==> config.mk <==
export PLATFORM = sky130hd
export DESIGN_NAME = md5_message_digest
export DESIGN_NICKNAME = d
export VERILOG_FILES = /design/src/rtl/core/md5_pkg.sv /design/src/rtl/core/md5_dpath.sv /design/src/rtl/core/md5_ctrl.sv /design/src/rtl/core/md5_message_digest.sv
export SDC_FILE = /design/constraint.sdc
export NUM_CORES = 2
export LEC_CHECK = 0
export BUFFER_PORTS_ARGS = -buffer_cell sky130_fd_sc_hd__buf_2
export CELL_PAD_IN_SITES_DETAIL_PLACEMENT = 1
export CELL_PAD_IN_SITES_GLOBAL_PLACEMENT = 1
export CORE_MARGIN = 4
export CORE_UTILIZATION = 46
export DETAILED_ROUTE_END_ITERATION = 10
export PLACE_DENSITY_LB_ADDON = 0.1
export SYNTH_ARGS = -nofsm -noshare
export SYNTH_HDL_FRONTEND = slang
export SYNTH_SLANG_ARGS = --single-unit
export TNS_END_PERCENT = 30
==> constraint.sdc <==
create_clock -name clk -period 11.1 [get_ports clk]
set_input_delay 0.555 -clock clk [delete_from_list [all_inputs] [get_ports clk]]
set_output_delay 0.555 -clock clk [all_outputs]
set_load 0.1 [all_outputs]
==> src/rtl/core/md5_pkg.sv <==
// Shared types, constants and tables for the MD5 digest block.
package md5_pkg;

  localparam int InW    = 40;
  localparam int OutW   = 40;

  typedef enum logic [2:0] {
    WR_DATA,
    WR_PADDED,
    WR_PAD80,
    WR_ZERO,
    WR_LEN_LO,
    WR_LEN_HI
  } wr_kind_t;

  typedef struct packed {
    logic       wr_en;
    wr_kind_t   wr_kind;
    logic [2:0] nbytes;
    logic       cnt_en;
    logic       round_en;
    logic [5:0] round_idx;
    logic       add_en;
    logic       clear;
  } dp_cmd_t;

  typedef struct packed {
    logic [3:0] wp;
  } dp_stat_t;

  function automatic logic [31:0] init_word(input logic [1:0] i);
    logic [31:0] r;
    case (i)
      2'd0: r = 32'h67452301;
      2'd1: r = 32'hefcdab89;
      2'd2: r = 32'h98badcfe;
      default: r = 32'h10325476;
    endcase
    return r;
  endfunction

  function automatic logic [4:0] shift_amt(input logic [5:0] j);
    logic [4:0] r;
    case ({j[5:4], j[1:0]})
      4'd0: r = 5'd7;   4'd1: r = 5'd12;  4'd2: r = 5'd17;  4'd3: r = 5'd22;
      4'd4: r = 5'd5;   4'd5: r = 5'd9;   4'd6: r = 5'd14;  4'd7: r = 5'd20;
      4'd8: r = 5'd4;   4'd9: r = 5'd11;  4'd10: r = 5'd16; 4'd11: r = 5'd23;
      4'd12: r = 5'd6;  4'd13: r = 5'd10; 4'd14: r = 5'd15; default: r = 5'd21;
    endcase
    return r;
  endfunction

  function automatic logic [31:0] sine_k(input logic [5:0] j);
    logic [31:0] r;
    case (j)
      6'd0: r = 32'hd76aa478;  6'd1: r = 32'he8c7b756;  6'd2: r = 32'h242070db;
      6'd3: r = 32'hc1bdceee;  6'd4: r = 32'hf57c0faf;  6'd5: r = 32'h4787c62a;
      6'd6: r = 32'ha8304613;  6'd7: r = 32'hfd469501;  6'd8: r = 32'h698098d8;
      6'd9: r = 32'h8b44f7af;  6'd10: r = 32'hffff5bb1; 6'd11: r = 32'h895cd7be;
      6'd12: r = 32'h6b901122; 6'd13: r = 32'hfd987193; 6'd14: r = 32'ha679438e;
      6'd15: r = 32'h49b40821; 6'd16: r = 32'hf61e2562; 6'd17: r = 32'hc040b340;
      6'd18: r = 32'h265e5a51; 6'd19: r = 32'he9b6c7aa; 6'd20: r = 32'hd62f105d;
      6'd21: r = 32'h02441453; 6'd22: r = 32'hd8a1e681; 6'd23: r = 32'he7d3fbc8;
      6'd24: r = 32'h21e1cde6; 6'd25: r = 32'hc33707d6; 6'd26: r = 32'hf4d50d87;
      6'd27: r = 32'h455a14ed; 6'd28: r = 32'ha9e3e905; 6'd29: r = 32'hfcefa3f8;
      6'd30: r = 32'h676f02d9; 6'd31: r = 32'h8d2a4c8a; 6'd32: r = 32'hfffa3942;
      6'd33: r = 32'h8771f681; 6'd34: r = 32'h6d9d6122; 6'd35: r = 32'hfde5380c;
      6'd36: r = 32'ha4beea44; 6'd37: r = 32'h4bdecfa9; 6'd38: r = 32'hf6bb4b60;
      6'd39: r = 32'hbebfbc70; 6'd40: r = 32'h289b7ec6; 6'd41: r = 32'heaa127fa;
      6'd42: r = 32'hd4ef3085; 6'd43: r = 32'h04881d05; 6'd44: r = 32'hd9d4d039;
      6'd45: r = 32'he6db99e5; 6'd46: r = 32'h1fa27cf8; 6'd47: r = 32'hc4ac5665;
      6'd48: r = 32'hf4292244; 6'd49: r = 32'h432aff97; 6'd50: r = 32'hab9423a7;
      6'd51: r = 32'hfc93a039; 6'd52: r = 32'h655b59c3; 6'd53: r = 32'h8f0ccc92;
      6'd54: r = 32'hffeff47d; 6'd55: r = 32'h85845dd1; 6'd56: r = 32'h6fa87e4f;
      6'd57: r = 32'hfe2ce6e0; 6'd58: r = 32'ha3014314; 6'd59: r = 32'h4e0811a1;
      6'd60: r = 32'hf7537e82; 6'd61: r = 32'hbd3af235; 6'd62: r = 32'h2ad7d2bb;
      default: r = 32'heb86d391;
    endcase
    return r;
  endfunction

endpackage

==> src/rtl/core/md5_dpath.sv <==
// Datapath: block buffer, byte counter, round words and chaining words.
module md5_dpath (
  input  logic                   clk,
  input  logic                   rst,
  input  md5_pkg::dp_cmd_t       cmd,
  input  logic [31:0]            data_word,
  input  logic [1:0]             out_idx,
  output md5_pkg::dp_stat_t      stat,
  output logic [31:0]            digest_word
);

  logic [31:0] buffer [16];
  logic [3:0]  wp;
  logic [60:0] count;
  logic [31:0] chain [4];
  logic [31:0] rw [4];
  logic [31:0] wr_word;
  logic [31:0] padded;
  logic [31:0] mix;
  logic [3:0]  g;
  logic [5:0]  j;
  logic [31:0] sum;
  logic [63:0] rot;
  logic [31:0] nxt;

  assign j = cmd.round_idx;

  always_comb begin
    for (int i = 0; i < 4; i++) begin
      if (3'(i) < cmd.nbytes) padded[i*8 +: 8] = data_word[i*8 +: 8];
      else if (3'(i) == cmd.nbytes) padded[i*8 +: 8] = 8'h80;
      else padded[i*8 +: 8] = 8'h00;
    end
  end

  always_comb begin
    case (cmd.wr_kind)
      md5_pkg::WR_DATA:   wr_word = data_word;
      md5_pkg::WR_PADDED: wr_word = padded;
      md5_pkg::WR_PAD80:  wr_word = 32'h00000080;
      md5_pkg::WR_LEN_LO: wr_word = {count[28:0], 3'b000};
      md5_pkg::WR_LEN_HI: wr_word = count[60:29];
      default:            wr_word = '0;
    endcase
  end

  always_comb begin
    case (j[5:4])
      2'd0: begin
        mix = (rw[1] & rw[2]) | (~rw[1] & rw[3]);
        g   = j[3:0];
      end
      2'd1: begin
        mix = (rw[1] & rw[3]) | (rw[2] & ~rw[3]);
        g   = 4'({j[3:0], 2'b00} + {2'b00, j[3:0]} + 6'd1);
      end
      2'd2: begin
        mix = rw[1] ^ rw[2] ^ rw[3];
        g   = 4'({j[3:0], 1'b0} + {1'b0, j[3:0]} + 5'd5);
      end
      default: begin
        mix = rw[2] ^ (rw[1] | ~rw[3]);
        g   = 4'({j[3:0], 3'b000} - {3'b000, j[3:0]});
      end
    endcase
    sum = rw[0] + mix + buffer[g] + md5_pkg::sine_k(j);
    rot = {sum, sum} << md5_pkg::shift_amt(j);
    nxt = rw[1] + rot[63:32];
  end

  always_ff @(posedge clk) begin
    if (cmd.wr_en) begin
      buffer[wp] <= wr_word;
    end
    if (rst || cmd.clear) begin
      wp    <= '0;
      count <= '0;
      for (int i = 0; i < 4; i++) begin
        chain[i] <= md5_pkg::init_word(2'(i));
        rw[i]    <= md5_pkg::init_word(2'(i));
      end
    end else begin
      if (cmd.wr_en) begin
        wp <= wp + 4'd1;
      end
      if (cmd.cnt_en) begin
        count <= count + {58'd0, cmd.nbytes};
      end
      if (cmd.round_en) begin
        rw[0] <= rw[3];
        rw[3] <= rw[2];
        rw[2] <= rw[1];
        rw[1] <= nxt;
      end
      if (cmd.add_en) begin
        for (int i = 0; i < 4; i++) begin
          chain[i] <= chain[i] + rw[i];
          rw[i]    <= chain[i] + rw[i];
        end
      end
    end
  end

  assign stat.wp      = wp;
  assign digest_word  = chain[out_idx];

endmodule

==> src/rtl/core/md5_ctrl.sv <==
// Controller: input intake, padding sequence, round count and digest output.
module md5_ctrl (
  input  logic                  clk,
  input  logic                  rst,
  input  logic                  s_valid,
  input  logic [2:0]            word_bytes,
  input  logic                  last_word,
  output logic                  s_ready,
  output logic                  m_valid,
  input  logic                  m_ready,
  output logic [1:0]            out_idx,
  output md5_pkg::dp_cmd_t      cmd,
  input  md5_pkg::dp_stat_t     stat
);

  typedef enum logic [2:0] {S_IN, S_PAD, S_COMP, S_ADD, S_OUT} state_t;

  state_t     state;
  logic [5:0] round;
  logic       padding;
  logic       need80;
  logic       allow_len;
  logic       finish;
  logic [2:0] nsat;
  logic       accept;
  md5_pkg::wr_kind_t pad_kind;

  assign nsat   = (word_bytes > 3'd4) ? 3'd4 : word_bytes;
  assign accept = (state == S_IN) && s_valid;
  assign s_ready = (state == S_IN);
  assign m_valid = (state == S_OUT);

  always_comb begin
    if (need80) pad_kind = md5_pkg::WR_PAD80;
    else if (allow_len && stat.wp == 4'd14) pad_kind = md5_pkg::WR_LEN_LO;
    else if (allow_len && stat.wp == 4'd15) pad_kind = md5_pkg::WR_LEN_HI;
    else pad_kind = md5_pkg::WR_ZERO;
  end

  always_comb begin
    cmd = '0;
    cmd.round_idx = round;
    cmd.nbytes    = last_word ? nsat : 3'd4;
    unique case (state)
      S_IN: begin
        cmd.wr_en   = accept;
        cmd.cnt_en  = accept;
        cmd.wr_kind = (last_word && nsat != 3'd4) ? md5_pkg::WR_PADDED : md5_pkg::WR_DATA;
      end
      S_PAD: begin
        cmd.wr_en   = 1'b1;
        cmd.wr_kind = pad_kind;
      end
      S_COMP:  cmd.round_en = 1'b1;
      S_ADD:   cmd.add_en   = 1'b1;
      S_OUT:   cmd.clear    = m_ready && out_idx == 2'd3;
      default: cmd = '0;
    endcase
  end

  always_ff @(posedge clk) begin
    if (rst) begin
      state     <= S_IN;
      round     <= '0;
      padding   <= 1'b0;
      need80    <= 1'b0;
      allow_len <= 1'b0;
      finish    <= 1'b0;
      out_idx   <= '0;
    end else begin
      unique case (state)
        S_IN: begin
          if (accept) begin
            if (last_word) begin
              padding   <= 1'b1;
              need80    <= (nsat == 3'd4);
              allow_len <= (stat.wp <= 4'd13);
            end
            if (stat.wp == 4'd15) state <= S_COMP;
            else if (last_word) state <= S_PAD;
          end
        end
        S_PAD: begin
          if (need80) begin
            need80    <= 1'b0;
            allow_len <= (stat.wp <= 4'd13);
          end
          if (pad_kind == md5_pkg::WR_LEN_HI) finish <= 1'b1;
          if (stat.wp == 4'd15) state <= S_COMP;
        end
        S_COMP: begin
          round <= round + 6'd1;
          if (round == 6'd63) state <= S_ADD;
        end
        S_ADD: begin
          allow_len <= 1'b1;
          if (finish) state <= S_OUT;
          else if (padding) state <= S_PAD;
          else state <= S_IN;
        end
        S_OUT: begin
          if (m_ready) begin
            out_idx <= out_idx + 2'd1;
            if (out_idx == 2'd3) begin
              state     <= S_IN;
              padding   <= 1'b0;
              finish    <= 1'b0;
              allow_len <= 1'b0;
            end
          end
        end
        default: state <= S_IN;
      endcase
    end
  end

endmodule

==> src/rtl/core/md5_message_digest.sv <==
// Top level of the streaming MD5 digest block.
// The slave channel takes the message as 32-bit little-endian words, first
// byte in bits 7:0, with s_tlast on the final word and its valid byte count
// in tdata. Every sixteenth word starts a compression of 64 rounds at one
// round per cycle, followed by an add into the chaining words; input is
// held off meanwhile, so the input rate of a long message is set by the
// single shared round unit. After the last item the block writes the
// padding and the bit length into the block buffer at one word per cycle,
// runs one or two final compressions, and then shows the digest on the
// master channel as four items, A first, with m_tlast on the fourth.
// The digest items stay valid and stable while the receiver stalls; no new
// input is taken until the fourth item is accepted, after which the block
// returns to the initial vector. Reset is synchronous and leaves the block
// ready for a new message with no clearing pass.
module md5_message_digest (
  input  logic                      clk,
  input  logic                      rst,
  input  logic                      s_tvalid,
  output logic                      s_tready,
  input  logic [md5_pkg::InW-1:0]   s_tdata,  // data_word[31:0], word_bytes[34:32]
  input  logic                      s_tlast,
  output logic                      m_tvalid,
  input  logic                      m_tready,
  output logic [md5_pkg::OutW-1:0]  m_tdata,  // digest_word[31:0], word_index[33:32]
  output logic                      m_tlast
);

  md5_pkg::dp_cmd_t  cmd;
  md5_pkg::dp_stat_t stat;
  logic [1:0]        out_idx;
  logic [31:0]       digest_word;

  md5_ctrl u_ctrl (
    .clk        (clk),
    .rst        (rst),
    .s_valid    (s_tvalid),
    .word_bytes (s_tdata[34:32]),
    .last_word  (s_tlast),
    .s_ready    (s_tready),
    .m_valid    (m_tvalid),
    .m_ready    (m_tready),
    .out_idx    (out_idx),
    .cmd        (cmd),
    .stat       (stat)
  );

  md5_dpath u_dpath (
    .clk         (clk),
    .rst         (rst),
    .cmd         (cmd),
    .data_word   (s_tdata[31:0]),
    .out_idx     (out_idx),
    .stat        (stat),
    .digest_word (digest_word)
  );

  assign m_tdata = {6'd0, out_idx, digest_word};
  assign m_tlast = (out_idx == 2'd3);

endmodule

==> qor.csv <==
metric,value,unit
n_fill_cell,12613,
muxShareOfSynthArea,4.49,%
grt_pass1_wl,288000,um
core_region_area,0.115,mm2
worst_path_max_delay_cell,fa_1,
drive_gt1_share,16.0,%
gp_congestion,0.999,
yosysSeqAreaShare,46.3,%
synth_async_sr_flop_share,0,%
num_io_pins,88,
yosys_register_bits,850,
cts_tree,yes,
wl,192000,um
synth_top_family_by_area,compound AO/OA/AOI/OAI gates,
synth-xor-area-share,3.35,%
start_kind,flop,
min_path_type,input pin to flop,
drt-vias-per-instance,6.27,
grt_pass1_vias,46522,
fp.dieArea,0.121,mm2
critPathMaxStageDelay,0.53,ns
cts_sinks,850,
synthMostInstantiatedCell,edfxtp_1,
clock-root-buffer,clkbuf_16,
timing.final.crit_share,96.9,%
clockBufferDepth,3,
yosysTopAreaCell,edfxtp_1,
tightest_slew,1.28,ns
ys_types,93,
path_clk_slew,0.06,ns
track_usage,30.8,%
antenna_found_initial,2,
clk-insertion-delay-late,0.71,ns
synthSimpleGateAreaFrac,14.0,%
finClkSkew,0.0467,ns
netlist_top_cells_area,"edfxtp_1 43%, ha_1 4.9%, nand2_1 4.6%, a21oi_1 3.8%, dfxtp_1 3.1%",
synth_edf_count,768,
slew_viol_final,0,
path_class,flop to flop,
numCtsBuffers,97,
initial_core_util,46.5,%
area_growth,17.0,%
portBuffers,76,
die_h,349,um
crit_arrival,11.18,ns
synthCells,5347,
finalHoldViolations,0,
crit_fanout,7,
cp.required,11.52,ns
timing.final.crit_period,10.76,ns
num_rows,124,
status,completed,
vias,45684,
synth_fa_ha_area_share,7.53,%
htree_levels,3,
die-width,349,um
crit_top_cell,fa_1,
grt-ovfl-total,0,
maxCapViolations,0,
synth_area_per_cell,9.98,um2
first_pass_iters,6,
finalSetupViolCount,0,
synth.top_cell.area_share,43.2,%
ys_warn_count,0,
place_hpwl,132000,um
synth_compound_area_share,20.6,%
antenna_left,0,
netlist_area,0.0533,mm2
worst_setup_path_end_kind,flop,
ctsHoldBuffers,0,
ys_top_cells_by_count,"768 x edfxtp_1, 653 x nand2_1, 402 x a21oi_1",
final_util,54.4,%
fmax,0.0929,GHz
nNetsFinal,6018,
drc,0,
grt_max_degree,105,
ys.flop_type,edfxtp_1,
first_iter_violations,4004,
drt-wirelength-per-cell,26.4,um
slew_headroom,13.8,%
==> area by class of cell <==
class | instances | area (um2) | area share, %
Inverter | 199 | 747 | 1.20
Multi-Input combinational cell | 3974 | 27500 | 44.0
Tap cell | 1512 | 1890 | 3.03
Clock inverter | 52 | 528 | 0.846
Clock buffer | 122 | 2520 | 4.04
Timing Repair Buffer | 573 | 4520 | 7.24
Sequential cell | 850 | 24700 | 39.6
Antenna cell | 1 | 2.50 | 0.00401
==> final timing paths <==
path / from / to / slack, ns / cells past startpoint
max: u_ctrl.state[0] / u_dpath.rw[1][30] / 0.34 / 47
max reg2reg: u_ctrl.state[0] / u_dpath.rw[1][30] / 0.34 / 47
min: s_tdata[34] / u_ctrl.need80 / 0.18 / 3
min reg2reg: u_ctrl.padding / u_ctrl.padding / 0.48 / 2
==> cells in the final DEF (no fill, tap or decap), drive strengths merged, types with 157 or more instances in the layout <==
| cell | count |
|---|---|
| nand2 | 654 |
| buf | 570 |
| a21oi | 402 |
| nor2 | 360 |
| o21ai | 311 |
| edfxtp | 768 |
| inv | 200 |
| and2 | 157 |
| a211oi | 203 |
| ha | 209 |
==> state kept, by name, indices dropped and copies added (netlist names), named ones only <==
signal,cells
u_ctrl.finish,1
u_dpath.buffer,512
u_dpath.count,61
u_ctrl.allow_len,1
u_ctrl.need80,1
u_ctrl.state,3
u_ctrl.padding,1
u_dpath.chain,128
u_dpath.rw,128
u_ctrl.out_idx,2
u_dpath.stat,4
u_ctrl.round,6
==> per-stage QoR <==
| step | instance area [um2] | TNS (ns) | setup slack [ns] | cells | hold WS (ns) |
|---|---|---|---|---|---|
| 2_1_floorplan | 53400 | 0 | 0.0563 | 5352 | 0.440 |
| 3_3_place_gp | 58500 | -0.117 | -0.117 | 7091 | 0.461 |
| 3_5_place_dp | 58500 | -0.479 | -0.265 | 7091 | 0.473 |
| 4_1_cts | 61600 | 0 | 0.0274 | 7267 | 0.143 |
| 5_1_grt | 62400 | -0.177 | -0.0898 | 7282 | 0.204 |
| 6_report | 62400 | 0 | 0.339 | 7283 | 0.184 |
==> repair_timing <==
item | in CTS | in global routing
resized for setup | 15 | 129
pin swaps | 1 | 32
endpoints found under the setup margin | 3 | 8
setup buffers | 2 | 12
cloned | 0 | 3
==> kinds of logic (layout without fill, tap and decap cells) <==
family / count (synthesis) / count (layout)
AOI/OAI and AO/OA: 1672 / 1672
xor gates and xnor gates: 204 / 204
adders and majority gates: 280 / 280
buffers and inverters: 528 / 946
DFF: 850 / 850
muxes: 196 / 196
other: 1 / 7
and+or+nand+nor: 1616 / 1616
==> worst max-delay path, delay by kind of cell (launching register included) <==
kind / cells / cell delay [ns]
adder cells (fa/ha/maj): 7 / 2.68
AND/OR/NAND/NOR: 3 / 0.54
multiplexers: 1 / 0.51
XOR/XNOR: 1 / 0.27
flip-flops: 1 / 0.33
AO/OA/AOI/OAI: 25 / 4.96
buffers and inverters: 10 / 1.15
==> layer usage <==
metal	track usage, %	part of all wire, %	vias up
li1	-	-	20612
met1	43.6	44	23226
met2	49.2	46	1513
met3	4.21	6.5	331
met4	10.2	3.5	2
met5	0	0.0073	-
Power is not shown: default switching activity piles up to over one toggle a cycle in this logic, so the estimate is an artifact.
